==> config.mk <==
export PLATFORM = sky130hd
export DESIGN_NAME = pid_deadband_output_clamp_top
export DESIGN_NICKNAME = d
export VERILOG_FILES = /design/src/pdoc_pkg.sv /design/src/pdoc_csr.sv /design/src/pdoc_dp.sv /design/src/pid_deadband_output_clamp_top.sv
export VERILOG_INCLUDE_DIRS = /design/src /design/src/src
export SDC_FILE = /design/constraint.sdc
export NUM_CORES = 2
export LEC_CHECK = 0
export BUFFER_PORTS_ARGS = -buffer_cell sky130_fd_sc_hd__buf_2
export CAP_MARGIN = 5
export CORE_MARGIN = 2
export CORE_UTILIZATION = 60
export CTS_CLUSTER_SIZE = 28
export DETAILED_ROUTE_END_ITERATION = 10
export HOLD_SLACK_MARGIN = 0.03
export PLACE_DENSITY = 0.87
export SYNTH_ARGS = -nofsm -noshare
export SYNTH_HDL_FRONTEND = slang
export SYNTH_SLANG_ARGS = --single-unit
export TNS_END_PERCENT = 5
==> constraint.sdc <==
create_clock -name clock -period 14.5 [get_ports clock]
set_input_delay 2.9 -clock clock [delete_from_list [all_inputs] [get_ports clock]]
set_output_delay 2.9 -clock clock [all_outputs]
set_load 0.02 [all_outputs]
==> src/assert_macros.svh <==
// Assertion macros used by the top-level RTL file of the PID block.
// Depends on a signal named clock and a signal named reset in the using module.
`ifndef ASSERT_MACROS_SVH
`define ASSERT_MACROS_SVH

// Check a property on every clock edge outside reset.
`define ASSERT_CLK(label, prop, msg) \
   label: assert property (@(posedge clock) disable iff (reset) (prop)) else $error(msg);

// Check a property on every clock edge, reset included.
`define ASSERT_ALWAYS(label, prop, msg) \
   label: assert property (@(posedge clock) (prop)) else $error(msg);

`endif

==> src/pdoc_pkg.sv <==
// Shared types and constants of the PID controller with deadband and output clamp.
// No dependencies.
package pdoc_pkg;

   localparam int unsigned GAIN_W   = 16;
   localparam int unsigned ILIM_W   = 23;
   localparam int unsigned DZ_W     = 15;
   localparam int unsigned DLIM_W   = 15;
   localparam int unsigned SAMPLE_W = 16;
   localparam int unsigned INTEG_W  = 24;
   localparam int unsigned CSR_AW   = 3;
   localparam int unsigned CSR_DW   = 23;

   localparam logic [ILIM_W-1:0] ILIM_RESET = 23'd8388607;
   localparam logic [DZ_W-1:0]   DZ_RESET   = 15'd128;
   localparam logic [DLIM_W-1:0] DLIM_RESET = 15'd12800;

   typedef enum logic [CSR_AW-1:0] {
      REG_GAIN_P    = 3'd0,
      REG_GAIN_I    = 3'd1,
      REG_GAIN_D    = 3'd2,
      REG_INT_LIMIT = 3'd3,
      REG_DEAD_ZONE = 3'd4,
      REG_DRV_LIMIT = 3'd5
   } reg_idx_type;

   typedef struct packed {
      logic signed [GAIN_W-1:0] gain_p;
      logic signed [GAIN_W-1:0] gain_i;
      logic signed [GAIN_W-1:0] gain_d;
      logic [ILIM_W-1:0]        integral_limit;
      logic [DZ_W-1:0]          dead_zone;
      logic [DLIM_W-1:0]        drive_limit;
   } cfg_type;

endpackage

==> src/pdoc_csr.sv <==
// Configuration register bank of the PID block.
// Depends on pdoc_pkg.
module pdoc_csr (
   input  logic                            clock,
   input  logic                            reset,
   input  logic                            csr_wr_en,
   input  logic [pdoc_pkg::CSR_AW-1:0]     csr_addr,
   input  logic [pdoc_pkg::CSR_DW-1:0]     csr_wdata,
   output pdoc_pkg::cfg_type               cfg
);
   import pdoc_pkg::*;

   cfg_type cfg_ff;
   cfg_type cfg_in;

   always_comb begin
      cfg_in = cfg_ff;
      if (csr_wr_en) begin
         // unknown indexes drop the write
         unique case (csr_addr)
            REG_GAIN_P:    cfg_in.gain_p         = $signed(csr_wdata[GAIN_W-1:0]);
            REG_GAIN_I:    cfg_in.gain_i         = $signed(csr_wdata[GAIN_W-1:0]);
            REG_GAIN_D:    cfg_in.gain_d         = $signed(csr_wdata[GAIN_W-1:0]);
            REG_INT_LIMIT: cfg_in.integral_limit = csr_wdata[ILIM_W-1:0];
            REG_DEAD_ZONE: cfg_in.dead_zone      = csr_wdata[DZ_W-1:0];
            REG_DRV_LIMIT: cfg_in.drive_limit    = csr_wdata[DLIM_W-1:0];
            default:       cfg_in                = cfg_ff;
         endcase
      end
   end

   always_ff @(posedge clock) begin
      if (reset) begin
         cfg_ff.gain_p         <= '0;
         cfg_ff.gain_i         <= '0;
         cfg_ff.gain_d         <= '0;
         cfg_ff.integral_limit <= ILIM_RESET;
         cfg_ff.dead_zone      <= DZ_RESET;
         cfg_ff.drive_limit    <= DLIM_RESET;
      end else begin
         cfg_ff <= cfg_in;
      end
   end

   assign cfg = cfg_ff;

endmodule

==> src/pdoc_dp.sv <==
// PID datapath: deadband, integral and derivative state, three products, clamps.
// Depends on pdoc_pkg.
module pdoc_dp (
   input  logic                                   clock,
   input  logic                                   reset,
   input  logic                                   adv,
   input  pdoc_pkg::cfg_type                      cfg,
   input  logic signed [pdoc_pkg::SAMPLE_W-1:0]   sample,
   output logic signed [pdoc_pkg::SAMPLE_W-1:0]   correction
);
   import pdoc_pkg::*;

   localparam int unsigned IW = INTEG_W + 1;     // pre-clamp integral
   localparam int unsigned PW = GAIN_W + SAMPLE_W;
   localparam int unsigned QW = GAIN_W + IW;
   localparam int unsigned DW = GAIN_W + SAMPLE_W + 1;
   localparam int unsigned SW = QW + 2;
   localparam int unsigned YW = SW - 8;

   logic signed [INTEG_W-1:0]  integral_ff;
   logic signed [INTEG_W-1:0]  integral_in;
   logic signed [SAMPLE_W-1:0] last_error_ff;

   logic signed [SAMPLE_W:0]   e_wide;
   logic signed [SAMPLE_W:0]   dz_pos;
   logic signed [SAMPLE_W:0]   dz_neg;
   logic signed [SAMPLE_W-1:0] e;
   logic signed [IW-1:0]       integ;
   logic signed [IW-1:0]       ilim_pos;
   logic signed [IW-1:0]       ilim_neg;
   logic signed [SAMPLE_W:0]   deriv;
   logic signed [PW-1:0]       prod_p;
   logic signed [QW-1:0]       prod_i;
   logic signed [DW-1:0]       prod_d;
   logic signed [SW-1:0]       sum;
   logic signed [SW-1:0]       sum_shr;
   logic signed [YW-1:0]       y;
   logic signed [YW-1:0]       dlim_pos;
   logic signed [YW-1:0]       dlim_neg;

   always_comb begin
      // deadband: zero errors strictly inside plus or minus dead_zone
      e_wide = (SAMPLE_W+1)'(sample);
      dz_pos = $signed({2'b00, cfg.dead_zone});
      dz_neg = -dz_pos;
      if ((e_wide > dz_neg) && (e_wide < dz_pos)) begin
         e = '0;
      end else begin
         e = sample;
      end

      integ = IW'(integral_ff) + IW'(e);
      deriv = (SAMPLE_W+1)'(e) - (SAMPLE_W+1)'(last_error_ff);

      prod_p = cfg.gain_p * e;
      prod_i = cfg.gain_i * integ;
      prod_d = cfg.gain_d * deriv;

      sum     = SW'(prod_p) + SW'(prod_i) + SW'(prod_d);
      sum_shr = sum >>> 8;
      y       = sum_shr[YW-1:0];

      dlim_pos = $signed(YW'({1'b0, cfg.drive_limit}));
      dlim_neg = -dlim_pos;
      priority if (y > dlim_pos) begin
         correction = dlim_pos[SAMPLE_W-1:0];
      end else if (y < dlim_neg) begin
         correction = dlim_neg[SAMPLE_W-1:0];
      end else begin
         correction = y[SAMPLE_W-1:0];
      end

      // anti-windup acts on the stored integral only
      ilim_pos = $signed({2'b00, cfg.integral_limit});
      ilim_neg = -ilim_pos;
      priority if (integ > ilim_pos) begin
         integral_in = ilim_pos[INTEG_W-1:0];
      end else if (integ < ilim_neg) begin
         integral_in = ilim_neg[INTEG_W-1:0];
      end else begin
         integral_in = integ[INTEG_W-1:0];
      end
   end

   always_ff @(posedge clock) begin
      if (reset) begin
         integral_ff   <= '0;
         last_error_ff <= '0;
      end else if (adv) begin
         integral_ff   <= integral_in;
         last_error_ff <= e;
      end
   end

endmodule

==> src/pid_deadband_output_clamp_top.sv <==
// PID heading controller with deadband, anti-windup and output clamp: top level.
// Depends on pdoc_pkg, pdoc_csr, pdoc_dp and assert_macros.svh.
//
// One error beat in gives one correction beat out. A beat accepted on req_ lands in an input
// register; when the result register is free or draining, the datapath (deadband, three parallel
// multiplies, sum, floor shift by 8 and saturation) fills the result register from it, and the
// correction then stays valid on rsp_ until it is taken. A new error is taken every cycle while
// rsp_ drains. The stored integral and previous error are updated in the same cycle as the
// result register, which is what sets the one-beat-per-cycle rate: the integral feedback
// closes through the datapath once per beat. Write the csr_ port only while no beat is in
// flight; the register indexes follow the list gain_p, gain_i, gain_d, integral_limit,
// dead_zone, drive_limit, and other indexes are ignored.
`include "assert_macros.svh"

module pid_deadband_output_clamp_top (
   input  logic                                clock,
   input  logic                                reset,
   input  logic                                req_tvalid,
   output logic                                req_tready,
   input  logic [15:0]                         req_tdata,   // [15:0] error_sample
   output logic                                rsp_tvalid,
   input  logic                                rsp_tready,
   output logic [15:0]                         rsp_tdata,   // [15:0] correction
   input  logic                                csr_wr_en,
   input  logic [pdoc_pkg::CSR_AW-1:0]         csr_addr,
   input  logic [pdoc_pkg::CSR_DW-1:0]         csr_wdata
);
   import pdoc_pkg::*;

   cfg_type                    cfg;
   logic                       in_vld_ff;
   logic signed [SAMPLE_W-1:0] in_data_ff;
   logic                       out_vld_ff;
   logic signed [SAMPLE_W-1:0] out_data_ff;
   logic signed [SAMPLE_W-1:0] correction;
   logic                       adv;
   logic                       take;
   logic signed [SAMPLE_W-1:0] drv_lim;

   pdoc_csr u_csr (
      .clock     (clock),
      .reset     (reset),
      .csr_wr_en (csr_wr_en),
      .csr_addr  (csr_addr),
      .csr_wdata (csr_wdata),
      .cfg       (cfg)
   );

   pdoc_dp u_dp (
      .clock      (clock),
      .reset      (reset),
      .adv        (adv),
      .cfg        (cfg),
      .sample     (in_data_ff),
      .correction (correction)
   );

   // advance the held beat when the result register is free or draining
   assign adv        = in_vld_ff && (!out_vld_ff || rsp_tready);
   assign req_tready = !in_vld_ff || adv;
   assign take       = req_tvalid && req_tready;

   always_ff @(posedge clock) begin
      if (reset) begin
         in_vld_ff  <= 1'b0;
         out_vld_ff <= 1'b0;
      end else begin
         if (take) begin
            in_vld_ff <= 1'b1;
         end else if (adv) begin
            in_vld_ff <= 1'b0;
         end
         if (adv) begin
            out_vld_ff <= 1'b1;
         end else if (rsp_tready) begin
            out_vld_ff <= 1'b0;
         end
      end
   end

   always_ff @(posedge clock) begin
      if (take) begin
         in_data_ff <= $signed(req_tdata[SAMPLE_W-1:0]);
      end
      if (adv) begin
         out_data_ff <= correction;
      end
   end

   assign rsp_tvalid = out_vld_ff;
   assign rsp_tdata  = out_data_ff;

   assign drv_lim = $signed({1'b0, cfg.drive_limit});

   `ASSERT_CLK(a_adv_fills_out, adv |=> out_vld_ff, "advanced beat missing from result register")
   `ASSERT_CLK(a_no_take_when_full, (in_vld_ff && !adv) |-> !req_tready, "input taken while full")
   `ASSERT_CLK(a_out_in_limit, out_vld_ff |-> ((out_data_ff <= drv_lim) && (out_data_ff >= -drv_lim)), "correction beyond drive limit")

endmodule

# --- Yosys cells after proc, flatten, opt, wreduce, memory -nomap -nowiden ---
# Cells that the tools add are included.
word_totals:
  ff_bits: 175
  output_inout_bits: 18
  elab_cells: 59
op_classes:
  add_sub_neg: 7
  multipliers: 3
  order_cmp: 6
  eq_ne: 5
  mux: 9
  reduce_logical: 16
op_table:
  columns: ["op", "count"]
  rows:
  - ["$mux 24", 2]
  - ["$add 42x33->43", 1]
  - ["$add 32x41->42", 1]
  - ["$mul 16x25->41", 1]
  - ["$gt 35x16->1", 1]
  - ["$lt 35x35->1", 1]
  - ["$neg 15->35", 1]
  - ["$mul 16x17->33", 1]
  - ["$mul 16x16->32", 1]
  - ["$mux 16", 2]
  - ["$add 24x16->25", 1]
  - ["$gt 25x24->1", 1]
  - ["$lt 25x25->1", 1]
  - ["$neg 23->25", 1]
  - ["$gt 16x17->1", 1]
  - ["$neg 15->17", 1]
  - ["$sub 16x16->17", 1]
  - ["$lt 16x16->1", 1]
  - ["$mux 15", 1]
  - ["$reduce_and 2->1", 6]
  - ["$eq 3x2->1 const B", 2]
  - ["$eq 3x3->1 const B", 2]
  - ["$mux 1", 4]
  - ["$reduce_bool 2->1", 2]
  - ["5 further kinds", 9]

# --- Longest topological paths before layout ---
logic_depth:
  word_depth: 11
  ltp_mapped: 74

# --- Cells and area by module ---
# Synthesis repeated with hierarchy kept, for this count alone.
unflattened:
  hier_cells: 5617
  hier_area_um2: 50857.5
modules_own_cells:
  columns: ["mod", "n_inst", "cells_per_inst", "area_each_um2", "seq_area_each_um2"]
  rows:
  - ["pdoc_dp", 1, 5196, 45761.4, 800.8]
  - ["pdoc_csr", 1, 379, 4031.4, 2021.9]
  - ["pid_deadband_output_clamp_top", 1, 42, 1064.8, 1001.0]

# --- Worst setup path before layout ---
# Ideal clock, no wire load.
synth_path:
  path_kind: "reg2reg"
  from: "register u_csr.cfg_ff (netlist bit u_csr.cfg[17])"
  to: "register out_data_ff[12] (netlist: rsp_tdata[12]) (data pin)"
  setup_time_ps: 268
  t_arrival_ps: 15322
  required_time_ps: 14232
  slack_ps: -1090
  path_stages_with_launch: 70
  n_path_buf: 5
  period_less_slack_ps: 15590
  path_cell_list: "dfxtp_1 -> inv_1 -> nand4_1 -> nor4_1 -> nand2_1 -> nor4_1 -> xnor2_1 -> ha_1 -> nand4_1 -> or2_2 -> o211ai_1 -> nand3_1 -> and2_1 -> clkbuf_1 -> clkbuf_1 -> ha_1 -> nor2b_1 -> o21ai_0 -> [34 not listed] -> a31oi_1 -> o21ai_0 -> a21oi_1 -> xnor2_1 -> ha_1 -> nand3_1 -> nor4_1 -> inv_1 -> o21ai_0 -> a211o_1 -> nor3_1 -> nand4bb_4 -> a2111oi_4 -> nor2_2 -> buf_6 -> buf_6 -> a21oi_1 -> o22ai_1"
synth_between:
  elab_chain_cells: 11
synth_rtl:
  columns: ["item", "line_no", "rtl"]
  rows:
  - ["start: declaration", "pdoc_csr.sv:13", "cfg_type cfg_ff;"]
  - ["start signal: assignment", "pdoc_csr.sv:41", "cfg_ff <= cfg_in;"]
  - ["$neg 15->17", "pdoc_dp.sv:45", "dz_neg = -dz_pos;"]
  - ["$gt 16x17->1", "pdoc_dp.sv:46", "if ((e_wide > dz_neg) && (e_wide < dz_pos)) begin"]
  - ["$logic_and 1x1->1 (*)", "pdoc_dp.sv:46", null]
  - ["$mux 16 (*)", "pdoc_dp.sv:46", null]
  - ["net u_dp.e[2]", "pdoc_dp.sv:27", "logic signed [SAMPLE_W-1:0] e;"]
  - ["$add 24x16->25", "pdoc_dp.sv:52", "integ = IW'(integral_ff) + IW'(e);"]
  - ["$mul 16x25->41", "pdoc_dp.sv:56", "prod_i = cfg.gain_i * integ;"]
  - ["$add 32x41->42", "pdoc_dp.sv:59", "sum = SW'(prod_p) + SW'(prod_i) + SW'(prod_d);"]
  - ["$add 42x33->43 (*)", "pdoc_dp.sv:59", null]
  - ["$lt 35x35->1", "pdoc_dp.sv:67", "end else if (y < dlim_neg) begin"]
  - ["$mux 16", "pdoc_dp.sv:67", null]
  - ["$mux 15 (*)", "pdoc_dp.sv:65", "priority if (y > dlim_pos) begin"]
  - ["net correction[12]", "pid_deadband_output_clamp_top.sv:35", "logic signed [SAMPLE_W-1:0] correction;"]
  - ["end signal: assignment", "pid_deadband_output_clamp_top.sv:86", "out_data_ff <= correction;"]
  - ["end: declaration", "pid_deadband_output_clamp_top.sv:34", "logic signed [SAMPLE_W-1:0] out_data_ff;"]
# The timed path passes the listed nets; every way through them passes the cells marked *.
# A chain may end at the register's enable or synchronous reset.

# --- Worst setup path after layout ---
layout_path:
  from: "register u_csr.cfg_ff (netlist bit u_csr.cfg[16])"
  to: "register out_data_ff[7] (netlist: rsp_tdata[7]) (data pin)"
layout_between:
  elab_chain_cells: 11
layout_rtl:
  columns: ["item", "line_no"]
  rows:
  - ["$neg 15->17", "pdoc_dp.sv:45"]
  - ["$gt 16x17->1", "pdoc_dp.sv:46"]
  - ["$logic_and 1x1->1 (*)", "pdoc_dp.sv:46"]
  - ["$mux 16 (*)", "pdoc_dp.sv:46"]
  - ["$add 24x16->25", "pdoc_dp.sv:52"]
  - ["$mul 16x25->41", "pdoc_dp.sv:56"]
  - ["$add 32x41->42", "pdoc_dp.sv:59"]
  - ["$add 42x33->43 (*)", "pdoc_dp.sv:59"]
  - ["$lt 35x35->1", "pdoc_dp.sv:67"]
  - ["$mux 16", "pdoc_dp.sv:67"]
  - ["$mux 15 (*)", "pdoc_dp.sv:65"]
  - ["net correction[7]", "pid_deadband_output_clamp_top.sv:35"]
# Marked as above.

==> summary.md <==
| Metric | Value |
|---|---|
| CP endpoint kind | flop |
| Clock Tree Root | clkbuf_16 |
| Critical path type | reg2reg |
| Initial antenna violation count | 4 |
| Most common cell after layout, fill and taps aside | inv_1 |
| DRC errors left | 0 |
| Multi-input gate area | 40,790 um2 |
| Failing checks | setup timing |
| Routed len/inst | 21.44 um |
| Worst IR Drop VDD | 0.0005186 V |
| Synth Instances | ~5.6k |
| Share of cells above drive strength 1 | 0.1257 |
| Vias per cell | 5.882 |
| CP bufs+invs | 17 |
| Max-Cap Viols | 0 |
| Final std cells w/o fill | 6,973 |
| FFs w/ async S/R, synth | 0 |
| Clk Latency, worst-skew pair | 0.50 ns |
| Crit start category | flop |
| Number of global-route vias before repair | 43.91k |
| Static Leakage | just under 30 nW |
| Post-layout min period | 15.46 ns |
| First-iteration detailed-routing DRC count | 4,072 |
| Total CTS buffers | 17 |
| Mean Syn Cell Area | 8.898 um2 |
| HPWL Detailed | 121,600 um |
| Clock Path Buffers | 2 |
| RSZ-0062 raised after global routing | true |
| DIE AREA | between 80,000 and 90,000 um2 |
| Setup ws final | -0.9578 ns |
| Wirelength, routed | between 100,000 and 150,000 um |
| Synth Register Bits | 175 |
| Total track usage | 0.3581 |
| Hold Crit Class | reg2reg |
| Worst rel slew slack | 0.2099 |
| Critical path's largest stage delay | roughly 0.6 ns |
| Final hold vios | 0 |
| Library cells used by synthesis | 66 |
| Cell with the largest stage delay on the worst path | fa_1 |
| First-pass GRT wire length | 234,500 um |
| Post-place instance area | around 54,000 um2 |
| Seq/Total Area, Yosys | 0.07705 |
| Core area | about 82,000 um2 |
| Die X | 291.6 um |
| Global route total overflow | 0 |
| Final Slew Violations | 0 |
| Largest net degree at the start of global routing | 85 |
| Register area | approximately 3800 um2 |
| Synthesized Nets | 7,121 |
| Pwr dens | 111.8 nW/um2 |
| Fillers | 5,877 |
| Ports | 65 |
| Crit path depth | 75 |
| Fin Hold WS | about 0.46 ns |
| Critical path arrival | 15.71 ns |
| Post-synth EDFFs | 32 |
| Warnings, synthesis | 0 |
| TritonCTS clock tree | yes |
| Die height | 291.6 um |
| Clk slew on worst S/H paths | approximately 0.09 ns |
| Main synth FF type | dfxtp_1 |
| Dpl ws | -1.060 ns |
| Setup TNS | -14.50 ns |
| CP Max Fanout | 7 |
| Syn Std Cell Area | 49,620 um2 |
| Area Growth Syn to Fin | 11.72% |
| H-tree depth | 4 |
| Worst Skew | around 0.027 ns |
| Most frequent cells in the layout | inv_1, fa_1, nand2_1 |
| RePlAce Congestion | 0.9853 |
| Clock Sink Count | roughly 180 |
| R2R depth | 75 |
| Via count | 41.02k |
| Run status | finished with violations |
| Most used cell, CP | fa_1 |
| Finished Cell Area | 55,440 um2 |
| Min-Delay Path Depth | 2 |
| First-pass DRT Iterations | 7 |
| Initial core utilization | 0.6053 |
| ANT nets after route | 0 |
| F_max | 0.06469 GHz |
| Num rows | approximately 110 |
| IO buf count | 64 |
| Req. time, crit path | approximately 15 ns |
| Setup violators final | 16 |
| Worst Tran Pin Value | 1.181 ns |
| Crit-path leading delay family | adder cells |
| Fin crit share | 1.066 |
| Placed insts | 6,897 |
| Post-cts hold buffer count | 0 |
| NumNets Final | approximately 7.4k |
==> registers in the layout, indices dropped and copies added, names as in the netlist <==
name	flops
u_csr.cfg	101
u_dp.integral_ff	24
in_data_ff	16
rsp_tdata	16
u_dp.last_error_ff	16
in_vld_ff	1
rsp_tvalid	1
==> final cells by class <==
type,count,area share
antenna,1,0.00004514
clock buffer,20,0.007877
clock inverter,12,0.001828
inverter,1286,0.08728
multi-input combinational,3862,0.7358
sequential,175,0.06902
tap,1070,0.02415
timing repair buffer,547,0.07403
==> what timing repair did <==
action	in CTS	in global routing
endpoints found under the setup margin	16	16
pin swaps	2	143
cloned	0	2
gates resized for setup	15	160
setup buffers	1	41
==> worst register-to-register path, delay by kind of cell (launching register included) <==
| kind | cells | cell delay, ns |
|---|---|---|
| buffers and inverters | 17 | 2.01 |
| AO/OA/AOI/OAI | 27 | 4.75 |
| XOR/XNOR | 2 | 0.19 |
| AND/OR/NAND/NOR | 14 | 2.00 |
| adder cells (fa/ha/maj) | 15 | 5.96 |
| flip-flops | 1 | 0.34 |
==> cell usage after synthesis (all sizes together), types with 84 or more instances <==
master	number	area, um2
a21oi	182	910.9
and2	340	2127
and3	93	581.8
clkbuf	234	878.3
dfxtp	143	2863
fa	1115	22320
ha	382	4780
inv	1284	4820
nand2	785	2954
nand3	84	420.4
nor2	143	539.3
o21ai	91	455.4
xnor2	86	753.2
==> final timing paths <==
check                                      startpoint                                  end  slack, ns
hold reg to reg   u_dp.last_error_ff[12]$_SDFFE_PP0P_  u_dp.last_error_ff[12]$_SDFFE_PP0P_       0.46
setup / recovery           u_csr.cfg[16]$_SDFFE_PP0P_               rsp_tdata[7]$_DFFE_PP_      -0.96
setup reg to reg           u_csr.cfg[16]$_SDFFE_PP0P_               rsp_tdata[7]$_DFFE_PP_      -0.96
hold / removal    u_dp.last_error_ff[12]$_SDFFE_PP0P_  u_dp.last_error_ff[12]$_SDFFE_PP0P_       0.46
==> routing by layer <==
| layer | vias up | part of all wire | track usage |
|---|---|---|---|
| met5 | - | 0.000080 | 0 |
| met4 | 2 | 0.095 | 0.2768 |
| met3 | 750 | 0.098 | 0.06447 |
| met2 | 2475 | 0.47 | 0.5719 |
| met1 | 20360 | 0.34 | 0.4332 |
| li1 | 17430 | - | - |
==> power by group <==
part | leakage, nW | internal [mW] | switching, mW
clock network | 0.266 | 0.224 | 0.240
registers | 1.47 | 0.564 | 0.0497
logic | 27.2 | 2.21 | 2.91
total | 28.9 | 3.00 | 3.20
==> stage by stage <==
step	util	total power [mW]
6_report	0.6763	6.200
5_1_grt	0.6762	6.609
4_1_cts	0.6637	5.781
3_5_place_dp	0.6563	5.261
3_3_place_gp	0.6563	5.076
2_1_floorplan	-	3.320
==> kinds of logic after synthesis <==
| family | Yosys count | synth area share |
|---|---|---|
| AOI/OAI and AO/OA | 499 | 0.06296 |
| xor gates and xnor gates | 108 | 0.01906 |
| adders and majority gates | 1497 | 0.5461 |
| buffers and inverters | 1540 | 0.1171 |
| DFF | 175 | 0.07705 |
| muxes | 25 | 0.005043 |
| and+or+nand+nor | 1733 | 0.1726 |
(Power assumes the default switching activity.)
